===== config.mk =====
export PLATFORM = sky130hd
export DESIGN_NAME = eis_ctrl
export DESIGN_NICKNAME = d
export VERILOG_FILES = /design/src/rtl/core/ellipse_inlier_scorer_unit_macros.svh /design/src/rtl/core/eis_pkg.sv /design/src/rtl/core/eis_ctrl.sv
export SDC_FILE = /design/constraint.sdc
export NUM_CORES = 1
export LEC_CHECK = 0
export BUFFER_PORTS_ARGS = -buffer_cell sky130_fd_sc_hd__buf_2
export CORE_AREA = 2 2 39 41
export CTS_BUF_LIST = sky130_fd_sc_hd__clkbuf_2
export DETAILED_ROUTE_END_ITERATION = 6
export DIE_AREA = 0 0 41 43
export PLACE_DENSITY = 0.71
export SLEW_MARGIN = 20
export SYNTH_ARGS = -nofsm -noshare
export SYNTH_HDL_FRONTEND = slang
export SYNTH_SLANG_ARGS = --single-unit

===== constraint.sdc =====
create_clock -name aclk -period 2.83 [get_ports aclk]
set_input_delay 0.4245 -clock aclk [delete_from_list [all_inputs] [get_ports aclk]]
set_output_delay 0.4245 -clock aclk [all_outputs]
set_load 0.02 [all_outputs]

===== src/rtl/core/ellipse_inlier_scorer_unit_macros.svh =====
// Assertion macros for the ellipse inlier scorer.
`ifndef ELLIPSE_INLIER_SCORER_UNIT_MACROS_SVH
`define ELLIPSE_INLIER_SCORER_UNIT_MACROS_SVH

`ifndef SYNTHESIS
`define EIS_ASSERT_IMPLY(lbl, clk, rstn, ante, cons) \
    lbl: assert property (@(posedge clk) disable iff (!(rstn)) (ante) |-> (cons)) \
        else $error("assertion failed");
`define EIS_ASSERT_NEXT(lbl, clk, rstn, ante, cons) \
    lbl: assert property (@(posedge clk) disable iff (!(rstn)) (ante) |=> (cons)) \
        else $error("assertion failed");
`else
`define EIS_ASSERT_IMPLY(lbl, clk, rstn, ante, cons)
`define EIS_ASSERT_NEXT(lbl, clk, rstn, ante, cons)
`endif

`endif


===== src/rtl/core/eis_pkg.sv =====
package eis_pkg;

    localparam int PT_W         = 20;
    localparam int CFG_IDX_W    = 3;
    localparam int CFG_DATA_W   = 20;
    localparam int RES_W        = 24;
    localparam int CNT_W        = 16;
    localparam int SUM_W        = 40;
    localparam int CORDIC_STEPS = 16;
    localparam int DIV_STEPS    = 48;
    localparam int SQRT_STEPS   = 32;
    localparam int ITER_W       = 6;

    typedef enum logic [2:0] {
        REG_CENTER_X  = 3'd0,
        REG_CENTER_Y  = 3'd1,
        REG_TILT      = 3'd2,
        REG_MAJOR     = 3'd3,
        REG_MINOR     = 3'd4,
        REG_THRESHOLD = 3'd5
    } cfg_reg_t;

    typedef enum logic [3:0] {
        OP_NONE,
        OP_LOAD,
        OP_CORDIC,
        OP_M_XC,
        OP_M_YS,
        OP_M_YC,
        OP_M_XS,
        OP_YR,
        OP_M_VA,
        OP_DIV_INIT,
        OP_DIV,
        OP_M_UU,
        OP_M_VV,
        OP_SQ_INIT,
        OP_SQRT,
        OP_FIN
    } op_t;

    typedef enum logic [3:0] {
        ST_IDLE,
        ST_CORDIC,
        ST_M_XC,
        ST_M_YS,
        ST_M_YC,
        ST_M_XS,
        ST_YR,
        ST_M_VA,
        ST_DIV_INIT,
        ST_DIV,
        ST_M_UU,
        ST_M_VV,
        ST_SQ_INIT,
        ST_SQRT,
        ST_FIN,
        ST_OUT
    } state_t;

    typedef struct packed {
        op_t               op;
        logic [ITER_W-1:0] iter;
    } eis_cmd_t;

    function automatic logic [19:0] atan_lut(input logic [3:0] idx);
        logic [19:0] val;
        unique case (idx)
            4'd0:    val = 20'd737280;
            4'd1:    val = 20'd435242;
            4'd2:    val = 20'd229970;
            4'd3:    val = 20'd116736;
            4'd4:    val = 20'd58595;
            4'd5:    val = 20'd29326;
            4'd6:    val = 20'd14667;
            4'd7:    val = 20'd7334;
            4'd8:    val = 20'd3667;
            4'd9:    val = 20'd1833;
            4'd10:   val = 20'd917;
            4'd11:   val = 20'd458;
            4'd12:   val = 20'd229;
            4'd13:   val = 20'd115;
            4'd14:   val = 20'd57;
            default: val = 20'd29;
        endcase
        return val;
    endfunction

endpackage


===== src/rtl/core/eis_ctrl.sv =====
module eis_ctrl (
    input  logic              aclk,
    input  logic              aresetn,
    input  logic              s_valid,
    output logic              s_ready,
    output logic              m_valid,
    input  logic              m_ready,
    output eis_pkg::eis_cmd_t cmd
);
    import eis_pkg::*;

    state_t              state_reg, state_next;
    logic [ITER_W-1:0]   cnt_reg, cnt_next;

    always_ff @(posedge aclk) begin
        if (!aresetn) begin
            state_reg <= ST_IDLE;
            cnt_reg   <= '0;
        end else begin
            state_reg <= state_next;
            cnt_reg   <= cnt_next;
        end
    end

    always_comb begin
        state_next = state_reg;
        cnt_next   = '0;
        unique case (state_reg)
            ST_IDLE:     if (s_valid) state_next = ST_CORDIC;
            ST_CORDIC: begin
                cnt_next = cnt_reg + 1'b1;
                if (cnt_reg == ITER_W'(CORDIC_STEPS - 1)) begin
                    state_next = ST_M_XC;
                    cnt_next   = '0;
                end
            end
            ST_M_XC:     state_next = ST_M_YS;
            ST_M_YS:     state_next = ST_M_YC;
            ST_M_YC:     state_next = ST_M_XS;
            ST_M_XS:     state_next = ST_YR;
            ST_YR:       state_next = ST_M_VA;
            ST_M_VA:     state_next = ST_DIV_INIT;
            ST_DIV_INIT: state_next = ST_DIV;
            ST_DIV: begin
                cnt_next = cnt_reg + 1'b1;
                if (cnt_reg == ITER_W'(DIV_STEPS - 1)) begin
                    state_next = ST_M_UU;
                    cnt_next   = '0;
                end
            end
            ST_M_UU:     state_next = ST_M_VV;
            ST_M_VV:     state_next = ST_SQ_INIT;
            ST_SQ_INIT:  state_next = ST_SQRT;
            ST_SQRT: begin
                cnt_next = cnt_reg + 1'b1;
                if (cnt_reg == ITER_W'(SQRT_STEPS - 1)) begin
                    state_next = ST_FIN;
                    cnt_next   = '0;
                end
            end
            ST_FIN:      state_next = ST_OUT;
            ST_OUT:      if (m_ready) state_next = ST_IDLE;
            default:     state_next = ST_IDLE;
        endcase
    end

    always_comb begin
        s_ready  = (state_reg == ST_IDLE);
        m_valid  = (state_reg == ST_OUT);
        cmd.iter = cnt_reg;
        unique case (state_reg)
            ST_IDLE:     cmd.op = s_valid ? OP_LOAD : OP_NONE;
            ST_CORDIC:   cmd.op = OP_CORDIC;
            ST_M_XC:     cmd.op = OP_M_XC;
            ST_M_YS:     cmd.op = OP_M_YS;
            ST_M_YC:     cmd.op = OP_M_YC;
            ST_M_XS:     cmd.op = OP_M_XS;
            ST_YR:       cmd.op = OP_YR;
            ST_M_VA:     cmd.op = OP_M_VA;
            ST_DIV_INIT: cmd.op = OP_DIV_INIT;
            ST_DIV:      cmd.op = OP_DIV;
            ST_M_UU:     cmd.op = OP_M_UU;
            ST_M_VV:     cmd.op = OP_M_VV;
            ST_SQ_INIT:  cmd.op = OP_SQ_INIT;
            ST_SQRT:     cmd.op = OP_SQRT;
            ST_FIN:      cmd.op = OP_FIN;
            default:     cmd.op = OP_NONE;
        endcase
    end

endmodule


==> results of run 1 <==
## report_power, final
group | internal, mW | total [mW] | switching, mW
clock | 0.0289 | 0.0750 | 0.0461
sequential | 0.148 | 0.165 | 0.0172
combinational | 0.0384 | 0.0905 | 0.0520
## cells by family (layout without fill, tap and decap cells)
logic type	Yosys count	in the layout	synth area share
and+or+nand+nor	32	32	0.299
AOI/OAI and AO/OA	13	13	0.181
DFF	10	10	0.337
buffers and inverters	8	22	0.0737
xor gates and xnor gates	6	6	0.0884
adders and majority gates	1	1	0.0210
## synth_stat cells, drive strengths merged
cell	n	area, sq um
a31oi	1	6.26
buf	4	28.8
a31o	1	8.76
inv	4	15.0
a211oi	1	7.51
ha	1	12.5
nand3b	1	7.51
nand2b	1	6.26
o211a	1	17.5
nor3	1	5.00
o21ai	3	15.0
and3	2	12.5
a21oi	2	10.0
nand2	3	11.3
nor3b	1	7.51
nor2	8	30.0
and3b	1	8.76
nand4	2	12.5
xor2	4	35.0
nor2b	3	26.3
nor4	2	12.5
xnor2	2	17.5
dfxtp	10	200
nand3	5	25.0
a221oi	1	15.0
o211ai	2	20.0
o21a	1	7.51
and2	2	12.5
## worst min path at each step
| stage | endpoint | startpoint |
|---|---|---|
| floorplan | cnt_reg[0] | cnt_reg[0] |
| global placement | cnt_reg[0] | cnt_reg[0] |
| detailed placement | cnt_reg[0] | cnt_reg[0] |
| CTS | state_reg[1] | aresetn |
| global route | state_reg[1] | aresetn |
| finish | state_reg[1] | aresetn |
## layer usage
layer | GRT usage | wire [um] | share of wire
met1 | 0.201 | 536 | 0.47
met2 | 0.225 | 500 | 0.44
met3 | 0.0471 | 66 | 0.058
met4 | 0.100 | 28 | 0.025
met5 | 0 | 0 | 0
## through the flow
stage / instance area [sq um] / worst slack, ns / util / hold slack (ns) / power (mW)
2_1_floorplan: 594 / 1.27 / - / 0.530 / 0.241
3_3_place_gp: 661 / 1.30 / 0.477 / 0.462 / 0.258
3_5_place_dp: 661 / 1.28 / 0.477 / 0.489 / 0.259
4_1_cts: 676 / 0.984 / 0.488 / 0.431 / 0.335
5_1_grt: 676 / 0.874 / 0.488 / 0.439 / 0.354
6_report: 676 / 0.992 / 0.488 / 0.437 / 0.330
## final cells by class
cell class | count | share of cell area
timing repair buffer | 15 | 0.111
multi-input combinational | 52 | 0.519
clock buffer | 3 | 0.0222
inverter | 4 | 0.0222
tap | 16 | 0.0296
sequential | 10 | 0.296
==> metrics.csv, run 1 <==
metric,value,unit
vias_per_cell,5.24,
io_buffer_count,15,
crit_end,cmd[9],
place_inst,97,
reg2regPathDepth,5,
critPathRequiredTime,2.41,ns
dieArea,0.00176,sq mm
avgRoutedWirePerCell,11.3,um
final_common_cell,buf_2,
cp_num_buf_inv,1,
drt_iter0_drc,10,
setup.worst_path.class,flop to output pin,
min_period_over_period,0.650,
drv_slew,0,
grt_pass1_vias,478,
cp_num_cells,3,
io_pins,16,
ant_nets,0,
crit_path_top_delay_cell,dfxtp_1,
syn-cell-area,594,sq um
r2r-start,cnt_reg[0],
areaGrowthSynthToFinish,13.7,%
final_cells,100,
clkTransAtPathRegs,0.10,ns
synth-seq-cells,10,
vias,524,
die_h,43,um
avgSynthCellArea,8.49,sq um
startpoint_type,flop,
max-cap-violations,0,
cts-resized-gates,0,
ys_types,33,
cts_tree,yes,
netlist_instances,70,
fin_skew,0.0103,ns
fp.coreArea,0.00138,sq mm
period_minus_slack,1.84,ns
cpLargestDelayFamily,flip-flops,
cp.arrival,1.41,ns
worst_pin_slew,0.421,ns
hold_viol,0,
antenna_found_initial,0,
grt_overflow,0,
slowest_delay,0.55,ns
grt_max_degree,13,
num_rows,14,
drive_above_1_share,0.274,
setup-tns-final,0,ns
ff_latch_area,200,sq um
n_antenna_cell,0,
clock-root-buffer,clkbuf_2,
clock-sinks,10,
ys_seq_area_frac,0.337,
postCtsSetupBuffers,0,
die_x,41,um
status,finished clean,
drt-total-wl,1.13,mm
h-tree-depth,1,
setup_viol,0,
yosysWarnings,0,
clockBufferDepth,2,
r2r_slack,1.31,ns
cts_made_buffers,3,
place.gp.congestion,0.873,
timing.fmax,544,MHz
min_path_type,primary input to flop,
leakage,0.300,nW
post-dp-hpwl,838,um
fin_nets,91,
final_cell_mix,"15 x buf_2, 10 x dfxtp_1, 8 x nor2_1",
cts_hold_buf,0,
grt_usage,0.159,
power_density,489,mW/mm^2
drt-pass1-iter-count,4,
hold_depth,2,
insertion_delay,0.25,ns
crit_chain,and3_1 > xor2_1 > buf_2,
r2r_end,cnt_reg[3],
rsz0062_at_grt,false,
critPathMaxFanout,10,
endpoint_kind,output pin,
vdd_drop_max,243,uV
syn-num-nets,75,
fill_cells,151,
start_util,0.429,
drc_errors,0,
slew_headroom,0.717,
crit_start,state_reg[1],
largest_reg_flops,6,
multi_input_area,350,sq um
grt_pass1_wl,1.90,mm
No activity file was read; power rests on OpenSTA's default activity.
==> run 2: changes to the inputs <==
==> constraint.sdc (replaced) <==
create_clock -name aclk -period 1.7 [get_ports aclk]
set_input_delay 0.255 -clock aclk [delete_from_list [all_inputs] [get_ports aclk]]
set_output_delay 0.255 -clock aclk [all_outputs]
set_load 0.02 [all_outputs]
==> metrics.csv, run 2 (same netlist as run 1, synthesis figures left out) <==
metric,value,unit,change
drt_iter0_drc,8,,-2
die_x,41,um,unchanged
hold_viol,0,,unchanged
vias,533,,+1.7%
drive_above_1_share,0.310,,+0.0357
io_pins,16,,unchanged
fin_nets,91,,unchanged
drt-total-wl,1.12,mm,-1.2%
timing.fmax,640,MHz,
grt_overflow,0,,unchanged
finish.instance_area,684,sq um,+1.3%
postPlaceCellArea,661,sq um,unchanged
ant_nets,0,,unchanged
rsz0062_at_grt,false,,
setup.worst_path.class,flop to output pin,,
vias_per_cell,5.33,,+1.7%
cts_made_buffers,3,,unchanged
final_cells,100,,unchanged
insertion_delay,0.25,ns,about the same
grt_pass1_vias,455,,-4.8%
n_antenna_cell,0,,unchanged
endpoint_kind,output pin,,
worst_pin_slew,0.398,ns,-0.0228 ns
min_path_type,primary input to flop,,
cts_tree,yes,,
cp.arrival,1.31,ns,-0.10 ns
start_util,0.429,,unchanged
clock-sinks,10,,unchanged
h-tree-depth,1,,unchanged
drt-pass1-iter-count,3,,-1
areaGrowthSynthToFinish,15.2,%,
final_cell_mix,"15 x buf_2, 8 x nor2_1, 8 x dfxtp_1",,
critPathMaxFanout,8,,-2
setup_viol,0,,unchanged
status,finished clean,,
largest_reg_flops,6,,unchanged
grt_pass1_wl,1.91,mm,+0.74%
startpoint_type,flop,,
vdd_drop_max,367,uV,+51%
clock-root-buffer,clkbuf_2,,
grt_usage,0.160,,+0.000845
fill_cells,139,,-7.9%
final_common_cell,buf_2,,
post-dp-hpwl,819,um,-2.3%
die_h,43,um,unchanged
clockBufferDepth,2,,unchanged
antenna_found_initial,0,,unchanged
period_minus_slack,1.56,ns,
cts_hold_buf,0,,unchanged
drv_slew,0,,unchanged
io_buffer_count,15,,unchanged
max-cap-violations,0,,unchanged
fin_skew,0.00735,ns,-0.00294 ns
avgRoutedWirePerCell,11.2,um,-1.2%
critPathRequiredTime,1.44,ns,-0.97 ns
num_rows,14,,unchanged
setup-tns-final,0,ns,unchanged
slew_headroom,0.734,,+0.0174
drc_errors,0,,unchanged
grt_max_degree,13,,unchanged
min_period_over_period,0.919,,
leakage,0.302,nW,+0.69%
clkTransAtPathRegs,0.10,ns,about the same
power_density,809,mW/mm^2,+65%
place_inst,97,,unchanged
dieArea,0.00176,sq mm,unchanged
fp.coreArea,0.00138,sq mm,unchanged
place.gp.congestion,0.837,,-4.2%
[run 2: metrics by stage]
| stage | util | worst slack [ns] | power (mW) | hold WS [ns] |
|---|---|---|---|---|
| after floorplan | - | 0.192 | 0.401 | 0.400 |
| after global placement | 0.477 | 0.257 | 0.429 | 0.457 |
| after detailed placement | 0.477 | 0.193 | 0.429 | 0.477 |
| after CTS | 0.488 | 0.0254 | 0.557 | 0.258 |
| after global routing | 0.495 | 0.000557 | 0.598 | 0.259 |
| final | 0.495 | 0.138 | 0.554 | 0.270 |
[run 2: metal layers]
metal  wire (um)  track usage  share of wire  up-vias
li1            -            -              -      274
met1         529        0.206           0.47      243
met2         520        0.225           0.47       16
met3          68       0.0838          0.061        0
met4           0       0.0467              0        0
met5           0            0              0        -
[run 2: layout make-up]
class / count / area (sq um) / share of cell area
sequential: 10 / 203 / 0.296
tap: 16 / 20.0 / 0.0293
multi-input combinational: 52 / 357 / 0.521
clock buffer: 3 / 15.0 / 0.0219
inverter: 4 / 15.0 / 0.0219
timing repair buffer: 15 / 75.1 / 0.110
[run 2: final timing paths]
kind	start	endpoint	slack (ns)	cells past startpoint
worst max register to register	cnt_reg[0]	cnt_reg[3]	0.19	5
worst min-delay path	aresetn	state_reg[1]	0.27	2
worst max-delay path	state_reg[0]	cmd[9]	0.14	3
worst min register to register	cnt_reg[0]	cnt_reg[0]	0.49	1
[run 2: what timing repair did]
action | in CTS | in global routing
setup buffers | 0 | 0
gates resized for setup | 0 | 3
setup endpoints to repair | 0 | 3
[run 2: critical path: stages, from the launching register on]
cell and delay (ns):
dfxtp_1 0.47, and3_1 0.27, xor2_1 0.14, buf_2 0.17
[run 2: where the power goes]
| group | internal (mW) | switching [mW] | total (mW) |
|---|---|---|---|
| registers | 0.248 | 0.0297 | 0.277 |
| logic | 0.0656 | 0.0852 | 0.151 |
| clock network | 0.0481 | 0.0777 | 0.126 |
